$ cat src/rtl/exptok_pkg.sv
// Package for the expression tokenizer: token limits, kind codes, scan modes,
// character constants, result and state records, character class functions.
// No dependencies.
`timescale 1ns / 1ps

package exptok_pkg;

  localparam int MAX_TOKENS = 256;
  localparam int CNT_W      = $clog2(MAX_TOKENS + 1);

  localparam logic [2:0] KIND_OP    = 3'd0;
  localparam logic [2:0] KIND_SHIFT = 3'd1;
  localparam logic [2:0] KIND_INT   = 3'd2;
  localparam logic [2:0] KIND_WORD  = 3'd3;
  localparam logic [2:0] KIND_ID    = 3'd4;

  localparam logic [7:0] CH_NUL   = 8'h00;
  localparam logic [7:0] CH_SPACE = 8'h20;
  localparam logic [7:0] CH_LESS  = 8'h3C;
  localparam logic [7:0] CH_GREAT = 8'h3E;
  localparam logic [7:0] CH_UNDER = 8'h5F;
  localparam logic [7:0] CH_L     = 8'h4C;
  localparam logic [7:0] CH_T     = 8'h54;
  localparam logic [7:0] CH_G     = 8'h47;
  localparam logic [7:0] CH_E     = 8'h45;
  localparam logic [7:0] CH_Q     = 8'h51;

  typedef enum logic [2:0] {
    MODE_NONE  = 3'd0,
    MODE_SHIFT = 3'd1,
    MODE_INT_S = 3'd2,
    MODE_INT_C = 3'd3,
    MODE_ID_S  = 3'd4,
    MODE_ID_C  = 3'd5,
    MODE_WORD  = 3'd6
  } mode_t;

  typedef struct packed {
    logic [7:0] char_out;
    logic [2:0] token_kind;
    logic       token_start;
    logic       token_end;
    logic [7:0] token_index;
    logic       error;
    logic       last;
  } res_t;

  typedef struct packed {
    logic [7:0]       pend_char;
    logic             pend_valid;
    mode_t            mode;
    logic [CNT_W-1:0] count;
    logic             err;
  } tok_state_t;

  function automatic logic is_digit(input logic [7:0] c);
    return c inside {[8'h30:8'h39]};
  endfunction

  function automatic logic is_alpha(input logic [7:0] c);
    return c inside {[8'h41:8'h5A], [8'h61:8'h7A]};
  endfunction

  function automatic logic is_word(input logic [7:0] c);
    return is_alpha(c) || is_digit(c) || (c == CH_UNDER);
  endfunction

  function automatic logic is_single_op(input logic [7:0] c);
    return c inside {8'h2B, 8'h2D, 8'h2A, 8'h2F, 8'h25, 8'h3A, 8'h5B,
                     8'h5D, 8'h7B, 8'h7D, 8'h28, 8'h29, 8'h3F, 8'h3D};
  endfunction

  // Low byte of the token count, or of the count less one.
  function automatic logic [7:0] idx_of(input logic [CNT_W-1:0] count,
                                        input logic minus_one);
    logic [CNT_W+7:0] ext;
    ext = {8'b0, count} - {{(CNT_W+7){1'b0}}, minus_one};
    return ext[7:0];
  endfunction

endpackage

$ cat src/rtl/exptok_if.sv
// Channel interfaces of the expression tokenizer: the character input and
// the token result output. No dependencies.
`timescale 1ns / 1ps

interface exptok_in_if;
  logic       valid;
  logic       ready;
  logic [7:0] char_in;
  logic       end_of_text;

  modport source (output valid, output char_in, output end_of_text, input ready);
  modport sink (input valid, input char_in, input end_of_text, output ready);
endinterface

interface exptok_out_if;
  logic       valid;
  logic       ready;
  logic [7:0] char_out;
  logic [2:0] token_kind;
  logic       token_start;
  logic       token_end;
  logic [7:0] token_index;
  logic       error;
  logic       last;

  modport source (output valid, output char_out, output token_kind,
                  output token_start, output token_end, output token_index,
                  output error, output last, input ready);
  modport sink (input valid, input char_out, input token_kind,
                input token_start, input token_end, input token_index,
                input error, input last, output ready);
endinterface

$ cat src/rtl/expression_tokenizer.sv
// Top level of the expression tokenizer: scan state registers, step logic
// and result queue. Depends on exptok_pkg, exptok_if, exptok_step, exptok_outq.
//
//   channel   direction  carries
//   text      in         char_in, end_of_text
//   tokens    out        char_out, token_kind, token_start, token_end,
//                        token_index, error, last
//
// One character is taken per cycle; each gives zero, one or two results.
// A character enters while at least two queue entries are free, so a stream
// of characters that give one result or fewer runs at one per cycle, and the
// output port at one result per cycle sets the rate for two-result items.
// Results pass through the queue registers on their way out. Reset empties the
// queue and clears the scan state; output stalls only fill the queue.
`timescale 1ns / 1ps

module expression_tokenizer
  import exptok_pkg::*;
(
  input  logic clk,
  input  logic rst,
  exptok_in_if.sink    text,
  exptok_out_if.source tokens
);

  tok_state_t state;
  tok_state_t state_next;
  res_t       res0;
  res_t       res1;
  logic [1:0] res_count;
  logic       room;
  logic       accept;

  assign text.ready = room;
  assign accept     = text.valid && room;

  exptok_step u_step (
    .state       (state),
    .char_in     (text.char_in),
    .end_of_text (text.end_of_text),
    .state_next  (state_next),
    .res0        (res0),
    .res1        (res1),
    .res_count   (res_count)
  );

  always_ff @(posedge clk) begin
    if (rst) begin
      state <= '0;
    end else if (accept) begin
      state <= state_next;
    end
  end

  exptok_outq u_outq (
    .clk        (clk),
    .rst        (rst),
    .push_count (accept ? res_count : 2'd0),
    .push0      (res0),
    .push1      (res1),
    .room       (room),
    .tokens     (tokens)
  );

endmodule

$ cat src/rtl/exptok_step.sv
// Next-state and result logic for one character: resolves the lookahead
// character, starts tokens, raises errors and closes the text.
// Depends on exptok_pkg.
`timescale 1ns / 1ps

module exptok_step
  import exptok_pkg::*;
(
  input  tok_state_t state,
  input  logic [7:0] char_in,
  input  logic       end_of_text,
  output tok_state_t state_next,
  output res_t       res0,
  output res_t       res1,
  output logic [1:0] res_count
);

  function automatic res_t mk(input logic [7:0] ch, input logic [2:0] kind,
                              input logic s, input logic e,
                              input logic [7:0] idx, input logic err);
    res_t r;
    r.char_out    = ch;
    r.token_kind  = kind;
    r.token_start = s;
    r.token_end   = e;
    r.token_index = idx;
    r.error       = err;
    r.last        = 1'b0;
    return r;
  endfunction

  res_t       res [2];
  logic [1:0] n;
  logic       absorbed;
  logic       ends;
  logic       starts;
  logic       s_flag;
  logic [7:0] p;
  logic [7:0] idx_p;
  logic [2:0] end_kind;
  tok_state_t st;

  always_comb begin
    res[0]   = '0;
    res[1]   = '0;
    n        = 2'd0;
    absorbed = 1'b0;
    st       = state;
    p        = state.pend_char;
    idx_p    = idx_of(state.count, 1'b1);
    ends     = end_of_text || (char_in == CH_NUL);
    starts   = is_single_op(char_in) || (char_in == CH_LESS) || (char_in == CH_GREAT) ||
               is_word(char_in);
    s_flag   = 1'b0;
    end_kind = KIND_OP;

    if (!state.err && (char_in != CH_NUL)) begin
      if (state.pend_valid) begin
        case (state.mode)
          MODE_SHIFT: begin
            if (char_in == p) begin
              res[n[0]] = mk(p, KIND_SHIFT, 1'b1, 1'b0, idx_p, 1'b0);
              n = n + 2'd1;
              res[n[0]] = mk(char_in, KIND_SHIFT, 1'b0, 1'b1, idx_p, 1'b0);
              n = n + 2'd1;
              absorbed = 1'b1;
              st.pend_valid = 1'b0;
              st.pend_char  = CH_NUL;
              st.mode       = MODE_NONE;
            end else begin
              res[n[0]] = mk(p, KIND_OP, 1'b1, 1'b1, idx_p, 1'b0);
              n = n + 2'd1;
            end
          end
          MODE_WORD: begin
            if (((p == CH_L) && (char_in == CH_T)) || ((p == CH_G) && (char_in == CH_T)) ||
                ((p == CH_E) && (char_in == CH_Q))) begin
              res[n[0]] = mk(p, KIND_WORD, 1'b1, 1'b0, idx_p, 1'b0);
              n = n + 2'd1;
              res[n[0]] = mk(char_in, KIND_WORD, 1'b0, 1'b1, idx_p, 1'b0);
              n = n + 2'd1;
              absorbed = 1'b1;
              st.pend_valid = 1'b0;
              st.pend_char  = CH_NUL;
              st.mode       = MODE_NONE;
            end else if (is_word(char_in)) begin
              res[n[0]] = mk(p, KIND_ID, 1'b1, 1'b0, idx_p, 1'b0);
              n = n + 2'd1;
              absorbed = 1'b1;
              st.pend_char = char_in;
              st.mode      = MODE_ID_C;
            end else begin
              res[n[0]] = mk(p, KIND_ID, 1'b1, 1'b1, idx_p, 1'b0);
              n = n + 2'd1;
            end
          end
          MODE_INT_S, MODE_INT_C: begin
            s_flag = (state.mode == MODE_INT_S);
            if (is_digit(char_in)) begin
              res[n[0]] = mk(p, KIND_INT, s_flag, 1'b0, idx_p, 1'b0);
              n = n + 2'd1;
              absorbed = 1'b1;
              st.pend_char = char_in;
              st.mode      = MODE_INT_C;
            end else begin
              res[n[0]] = mk(p, KIND_INT, s_flag, 1'b1, idx_p, 1'b0);
              n = n + 2'd1;
            end
          end
          MODE_ID_S, MODE_ID_C: begin
            s_flag = (state.mode == MODE_ID_S);
            if (is_word(char_in)) begin
              res[n[0]] = mk(p, KIND_ID, s_flag, 1'b0, idx_p, 1'b0);
              n = n + 2'd1;
              absorbed = 1'b1;
              st.pend_char = char_in;
              st.mode      = MODE_ID_C;
            end else begin
              res[n[0]] = mk(p, KIND_ID, s_flag, 1'b1, idx_p, 1'b0);
              n = n + 2'd1;
            end
          end
          default: begin
          end
        endcase
        if (!absorbed) begin
          st.pend_valid = 1'b0;
          st.pend_char  = CH_NUL;
          st.mode       = MODE_NONE;
        end
      end

      if (!absorbed && (char_in != CH_SPACE)) begin
        if (!starts || (state.count >= CNT_W'(MAX_TOKENS))) begin
          res[n[0]] = mk(char_in, KIND_OP, 1'b0, 1'b0, idx_of(state.count, 1'b0), 1'b1);
          n = n + 2'd1;
          st.err        = 1'b1;
          st.pend_valid = 1'b0;
          st.pend_char  = CH_NUL;
          st.mode       = MODE_NONE;
        end else begin
          st.count = CNT_W'(state.count + 1'b1);
          if (is_single_op(char_in)) begin
            res[n[0]] = mk(char_in, KIND_OP, 1'b1, 1'b1, idx_of(state.count, 1'b0), 1'b0);
            n = n + 2'd1;
          end else begin
            st.pend_valid = 1'b1;
            st.pend_char  = char_in;
            if ((char_in == CH_LESS) || (char_in == CH_GREAT)) begin
              st.mode = MODE_SHIFT;
            end else if (is_digit(char_in)) begin
              st.mode = MODE_INT_S;
            end else if ((char_in == CH_L) || (char_in == CH_G) || (char_in == CH_E)) begin
              st.mode = MODE_WORD;
            end else begin
              st.mode = MODE_ID_S;
            end
          end
        end
      end
    end

    if (ends) begin
      if (!st.err && st.pend_valid) begin
        s_flag = 1'b1;
        case (st.mode)
          MODE_INT_S: end_kind = KIND_INT;
          MODE_INT_C: begin
            end_kind = KIND_INT;
            s_flag   = 1'b0;
          end
          MODE_ID_S, MODE_WORD: end_kind = KIND_ID;
          MODE_ID_C: begin
            end_kind = KIND_ID;
            s_flag   = 1'b0;
          end
          default: end_kind = KIND_OP;
        endcase
        res[n[0]] = mk(st.pend_char, end_kind, s_flag, 1'b1, idx_of(st.count, 1'b1), 1'b0);
        n = n + 2'd1;
      end
      if (n == 2'd0) begin
        res[0] = mk(CH_NUL, KIND_OP, 1'b0, 1'b0, 8'd0, st.err);
        res[0].last = 1'b1;
        n = 2'd1;
      end else if (n == 2'd1) begin
        res[0].last = 1'b1;
      end else begin
        res[1].last = 1'b1;
      end
      st = '0;
    end

    state_next = st;
    res0       = res[0];
    res1       = res[1];
    res_count  = n;
  end

endmodule

$ cat src/rtl/exptok_outq.sv
// Four-entry result queue: takes up to two results in a cycle and hands
// one a cycle to a ready output channel. Depends on exptok_pkg, exptok_if.
`timescale 1ns / 1ps

module exptok_outq
  import exptok_pkg::*;
(
  input  logic       clk,
  input  logic       rst,
  input  logic [1:0] push_count,
  input  res_t       push0,
  input  res_t       push1,
  output logic       room,
  exptok_out_if.source tokens
);

  res_t       slots [4];
  logic [1:0] wr_ptr;
  logic [1:0] rd_ptr;
  logic [2:0] fill;
  logic       pop;
  res_t       head;

  assign pop  = tokens.valid && tokens.ready;
  assign room = (fill <= 3'd2);
  assign head = slots[rd_ptr];

  always_ff @(posedge clk) begin
    if (push_count != 2'd0) begin
      slots[wr_ptr] <= push0;
    end
    if (push_count == 2'd2) begin
      slots[wr_ptr + 2'd1] <= push1;
    end
  end

  always_ff @(posedge clk) begin
    if (rst) begin
      wr_ptr <= '0;
      rd_ptr <= '0;
      fill   <= '0;
    end else begin
      wr_ptr <= wr_ptr + push_count;
      rd_ptr <= rd_ptr + {1'b0, pop};
      fill   <= fill + {1'b0, push_count} - {2'b0, pop};
    end
  end

  assign tokens.valid       = (fill != 3'd0);
  assign tokens.char_out    = head.char_out;
  assign tokens.token_kind  = head.token_kind;
  assign tokens.token_start = head.token_start;
  assign tokens.token_end   = head.token_end;
  assign tokens.token_index = head.token_index;
  assign tokens.error       = head.error;
  assign tokens.last        = head.last;

endmodule
$ cat src/flat_wrapper.sv
// flat-port wrapper written by rule: the top's interface ports become plain ports
module expression_tokenizer_flat import exptok_pkg::*;
  (clk, rst, text_valid, text_char_in, text_end_of_text, text_ready, tokens_valid, tokens_char_out, tokens_token_kind, tokens_token_start, tokens_token_end, tokens_token_index, tokens_error, tokens_last, tokens_ready);
  exptok_in_if text_i ();
  exptok_out_if tokens_i ();
  input  logic clk;
  input  logic rst;
  input wire logic [$bits(text_i.valid)-1:0] text_valid;
  input wire logic [$bits(text_i.char_in)-1:0] text_char_in;
  input wire logic [$bits(text_i.end_of_text)-1:0] text_end_of_text;
  output wire logic [$bits(text_i.ready)-1:0] text_ready;
  output wire logic [$bits(tokens_i.valid)-1:0] tokens_valid;
  output wire logic [$bits(tokens_i.char_out)-1:0] tokens_char_out;
  output wire logic [$bits(tokens_i.token_kind)-1:0] tokens_token_kind;
  output wire logic [$bits(tokens_i.token_start)-1:0] tokens_token_start;
  output wire logic [$bits(tokens_i.token_end)-1:0] tokens_token_end;
  output wire logic [$bits(tokens_i.token_index)-1:0] tokens_token_index;
  output wire logic [$bits(tokens_i.error)-1:0] tokens_error;
  output wire logic [$bits(tokens_i.last)-1:0] tokens_last;
  input wire logic [$bits(tokens_i.ready)-1:0] tokens_ready;
  assign text_i.valid = text_valid;
  assign text_i.char_in = text_char_in;
  assign text_i.end_of_text = text_end_of_text;
  assign text_ready = text_i.ready;
  assign tokens_valid = tokens_i.valid;
  assign tokens_char_out = tokens_i.char_out;
  assign tokens_token_kind = tokens_i.token_kind;
  assign tokens_token_start = tokens_i.token_start;
  assign tokens_token_end = tokens_i.token_end;
  assign tokens_token_index = tokens_i.token_index;
  assign tokens_error = tokens_i.error;
  assign tokens_last = tokens_i.last;
  assign tokens_i.ready = tokens_ready;
  expression_tokenizer u_core (.clk(clk), .rst(rst), .text(text_i), .tokens(tokens_i));
endmodule
$ cat config.mk
export PLATFORM = sky130hd
export DESIGN_NAME = expression_tokenizer_flat
export DESIGN_NICKNAME = d
export VERILOG_FILES = /design/src/rtl/exptok_pkg.sv /design/src/rtl/exptok_if.sv /design/src/rtl/expression_tokenizer.sv /design/src/rtl/exptok_step.sv /design/src/rtl/exptok_outq.sv /design/src/flat_wrapper.sv
export SDC_FILE = /design/constraint.sdc
export NUM_CORES = 1
export LEC_CHECK = 0
export ABC_CLOCK_PERIOD_IN_PS = 8500
export BUFFER_PORTS_ARGS = -buffer_cell sky130_fd_sc_hd__buf_2
export CORE_MARGIN = 2
export CORE_UTILIZATION = 50
export CTS_BUF_LIST = sky130_fd_sc_hd__clkbuf_16
export DETAILED_ROUTE_END_ITERATION = 16
export PLACE_DENSITY = 0.67
export SYNTH_ARGS = -nofsm -noshare
export SYNTH_HDL_FRONTEND = slang
export SYNTH_HIERARCHICAL = 1
export SYNTH_SLANG_ARGS = --single-unit
$ cat constraint.sdc
create_clock -name clk -period 8.5 [get_ports clk]
set_clock_uncertainty 0.1 [all_clocks]
set_input_delay 1.7 -clock clk [delete_from_list [all_inputs] [get_ports clk]]
set_output_delay 1.7 -clock clk [all_outputs]
set_load 0.1 [all_outputs]
### After elaboration in Yosys (flattened, before gate mapping)

Memories as Yosys holds them, arrays and structs flattened. A register that Yosys moved wholly into a read port is not among the register bits.
Index checks and enable logic that the tools add are counted.

| storage, ports and cells | value |
|---|---|
| register bits after elaboration | 29 |
| RAM bits | 92 |
| input bits | 13 |
| output and inout bits | 25 |
| logic and storage cells | 201 |
| memories kept | 1 |

| operators by class | value |
|---|---|
| add/sub/neg operators | 10 |
| magnitude comparators | 12 |
| equality and inequality tests | 40 |
| muxes and demuxes | 86 |
| bitwise gates (word level) | 2 |
| reduce and logical (&&, ||, !) cells | 42 |

Memories:

| name | depth | width | read ports | clocked after Yosys merged registers in | write ports | RTL line | RTL |
|---|---|---|---|---|---|---|---|
| u_core.u_outq.slots | 4 | 23 | 1 | 1 | 2 | exptok_outq.sv:17 | `res_t slots [4];` |

Operator list:

| cell | number |
|---|---|
| $mux W46 | 8 |
| $bwmux W46 | 3 |
| $eq A8 B7 Y1 const B | 13 |
| $eq A8 B6 Y1 const B | 12 |
| $mux W23 | 4 |
| $pmux W23 S4 | 1 |
| $mux W22 | 4 |
| $mux W12 | 5 |
| $demux W23 S1 | 2 |
| $pmux W23 S2 | 1 |
| $mux W11 | 3 |
| $pmux W8 S4 | 1 |
| $mux W2 | 15 |
| $mux W8 | 3 |
| $mux W1 | 21 |
| $mux W3 | 7 |
| $eq A3 B3 Y1 const B | 6 |
| $ge A8 B7 Y1 const B | 2 |
| $le A8 B7 Y1 const B | 2 |
| $sub A8 B1 Y8 const B | 2 |
| $mux W15 | 1 |
| $reduce_bool A14 Y1 | 1 |
| $logic_and A1 B1 Y1 | 13 |
| $mux W13 | 1 |
| other kinds (35) | 61 |

### Longest topological paths before layout

| depth | value |
|---|---|
| word-level depth | 27 |
| mapped depth | 21 |
| depth with buffers taken out | 16 |

### Cells and area by module

The synthesis kept the hierarchy.

Modules (own cells, without submodules):

| module | instances | cells an instance | area each (sq um) | seq. area each (sq um) |
|---|---|---|---|---|
| exptok_outq | 1 | 270 | 5081.1 | 2902.8 |
| exptok_step | 1 | 492 | 3096.7 | 0.0 |
| expression_tokenizer | 1 | 102 | 1053.5 | 440.4 |

### Least setup slack after synthesis

No wires, ideal clock.

| path | value |
|---|---|
| path type | input to register |
| from | input port text_char_in[7] |
| to | memory u_core/u_outq/slots[0][0] in the netlist's numbering (enable) |
| setup time | 0.439 ns |
| data arrival time | 6.251 ns |
| required time | 7.961 ns |
| slack | 1.710 ns |
| cell stages on the path | 14 |
| path buffers | 3 |
| cell sequence | buf_2 nand2b_4 or4_4 o311a_2 o21a_1 buf_6 and4_4 o31a_1 and3_1 buf_4 nor2_1 and3_1 nor2_1 o31ai_1 |

RTL lines:

| item | RTL line | RTL |
|---|---|---|
| start: declaration | flat_wrapper.sv:9 | `input wire logic [$bits(text_i.char_in)-1:0] text_char_in;` |
| end: declaration | exptok_outq.sv:17 |  |

==> out/metrics.cfg <==
[sta]
tightestPinTransition_ns=0.963
maxSlewViolCount=0
period_needed_ns=6.79
fin_ws_ns=1.71
slew_headroom_pct=35.8
fin_setup_tns_ns=0
rsz0062_at_grt=false
hold_viol=0
timing.final.crit_share_pct=79.8
max_freq_ghz=0.147
setup_viol=0

[global_route]
grt_max_degree=48
grt_pass1_wl_um=37500
grt.overflow.total=0
antenna_found_initial=0
track_usage_pct=24.1
grt_pass1_vias=6450

[yosys]
synth-main-ff-cell=edfxtp_1
ys_warn_count=6
netlist_area_um2=9230
syn_area_per_cell_um2=10.7
async_flop_share_pct=0
yosys_register_bits=121
syn-num-nets=888
ys_types=102
yosysSeqAreaShare_pct=36.2
synth_edf_count=92
syn_inst=864

[floorplan]
die_w_um=140
core_um2=18000
die_area_um2=19600
rows=49
io_pins=38
chipHeight_um=140
initial_core_util_pct=51.2

[clock_network]
cts_tree=done
cts_num_sinks=121
postCtsHoldBufs=0
htreeDepth=4
post-cts-setup-buffer-count=0
path_clk_slew_ns=0.06
cts_buffers=17
clock_path_buffers=2
cts_root_buf=clkbuf_16
clock_latency_ns=0.41
cts_resized=0

[power_and_ir_drop]
power_density_nw_per_um2=251
power.leakage_nw=3.55
irDropWorstVdd_mv=0.253

[placed_design]
pre_cts_ws_ns=1.31
port_buffers=37
dp_hpwl_um=16000
gp_congestion=0.934

[finish]
fillers=1585
area_delta_synth_final_pct=7.82
n_antenna_cell=0
drive_gt1_share_pct=29.0
fin_nets=881

[routing]
wirelength_um=23400
vias_per_cell=6.39
ant_nets=0
first_iter_violations=685
drc=0
vias=7006
first_pass_iters=5
wire_per_inst_um=21.3

[critical_path]
path_max_fanout=24
reg2reg_setup_slack_ns=2.66
start_kind=input port
crit_path_end_kind=flop
crit_type=in2reg
worstPathRequired_ns=8.43
cp.arrival_ns=6.72

[run_status]
status=completed

[job]
drv_cap=0

[worst_hold_path]
worstHoldPathType=reg2reg

[kinds of logic after synthesis]
kind of cell | share of synthesized area, %
AND/OR/NAND/NOR | 15.3
multiplexers | 18.5
buffers and inverters | 6.07
AO/OA/AOI/OAI | 19.6
adder cells (fa/ha/maj) | 1.57
flip-flops | 36.2
XOR/XNOR | 2.78
[power by group]
part | switching [W] | leakage [nW] | internal (W)
Combinational | 0.000690 | 2.16 | 0.000268
Clock | 0.000253 | 0.305 | 0.000510
Sequential | 0.0000643 | 1.09 | 0.000714
[cell usage after synthesis, drive strengths merged (3+ instances only)]
library cell  number  share of area (%)
o31a               3               0.28
buf               52                4.5
mux2              95                 13
o22ai              5               0.34
clkbuf            23               0.94
xnor2             14                1.3
mux2i              3               0.33
a211oi            12                1.1
a21o               6               0.49
a21oi             63                4.1
nor4b              3               0.45
a31oi              9               0.84
o2111ai            4               0.38
or2                5               0.34
a21bo             26                2.8
or4                3               0.33
nor3              20                1.1
o311ai             3               0.47
or3               10               0.73
nand4              3               0.20
o211ai             3               0.30
nand3             43                2.4
o21a               8               0.73
a32o               3               0.33
and3               8               0.54
inv               16               0.65
nor4bb             4               0.60
edfxtp            92                 30
mux4              23                5.6
nor2              69                2.9
a22o              15                1.4
nand2             45                1.8
xor2              10               0.95
nor3b              3               0.35
nor4               6               0.64
dfxtp             29                6.3
ha                10                1.4
and2               9               0.61
nand2b             8               0.62
nor2b             10               0.68
o21ai             40                2.2
o31ai             11               0.89
o2bb2ai            3               0.28
[registers in the layout, indices dropped and copies added, names as in the netlist]
name / count
u_core/state: 22
u_core/u_outq/fill: 3
u_core/u_outq/rd_ptr: 2
u_core/u_outq/slots: 92
u_core/u_outq/wr_ptr: 2
[placed cells by master (no fill, tap or decap), types with 10 or more instances in the layout]
cell / n
edfxtp_1: 92
mux2_2: 66
nor2_1: 66
a21oi_1: 45
nand2_1: 45
nand3_1: 42
buf_2: 37
o21ai_0: 34
dfxtp_1: 28
mux4_2: 23
mux2_4: 23
nor3_1: 19
inv_1: 18
a21bo_1: 18
clkbuf_16: 17
a21oi_2: 17
a22o_1: 15
xnor2_1: 14
buf_4: 12
o31ai_1: 10
ha_1: 10
xor2_1: 10
a211oi_1: 10
[routing by layer]
metal / global-route usage [%] / routed length, um / part of all wire [%] / vias up
met5: 0 / 0 / 0 / -
li1: - / - / - / 3292
met2: 36.3 / 10400 / 45 / 297
met4: 6.42 / 314 / 1.3 / 0
met1: 36.4 / 11100 / 47 / 3381
met3: 3.61 / 1550 / 6.6 / 36
[worst paths after layout]
kind | end | start | cells past startpoint
max | u_core/u_outq/slots[2][13] | text_char_in[5] | 13
max reg2reg | u_core/u_outq/slots[2][13] | u_core/state[10] | 12
min | u_core/state[10] | u_core/state[10] | 2
min reg2reg | u_core/state[10] | u_core/state[10] | 2
[critical path: stages]
cell	delay, ns
buf_2	0.21
nor3b_2	0.43
nand3_1	0.28
o311a_2	0.25
o211ai_2	0.75
nand2_1	0.24
a31oi_4	0.34
and3_1	0.50
nor2_1	0.09
and3_1	0.37
nor4bb_4	0.32
buf_4	0.43
a21o_1	0.77
[metrics by stage]
step	std cells	power (W)	hold WS (ns)	area [um2]	utilization, %
6_report	1097	0.00250	0.573	9950	55.2
5_1_grt	1097	0.00259	0.569	9950	55.2
4_1_cts	1097	0.00251	0.555	9950	55.2
3_5_place_dp	1067	0.00174	0.542	9340	51.8
3_3_place_gp	1067	0.00174	0.534	9340	51.8
2_1_floorplan	864	0.00160	0.457	9230	-
[area by class of cell]
type / instances / area, um2 / area share, %
clock inverter: 13 / 186 / 1.87
clock buffer: 17 / 425 / 4.27
tap: 229 / 287 / 2.88
sequential: 121 / 3340 / 33.6
inverter: 16 / 60.1 / 0.603
multi-input combinational: 652 / 5380 / 54.0
timing repair buffer: 49 / 275 / 2.77
No activity file was read; power rests on OpenSTA's default activity.
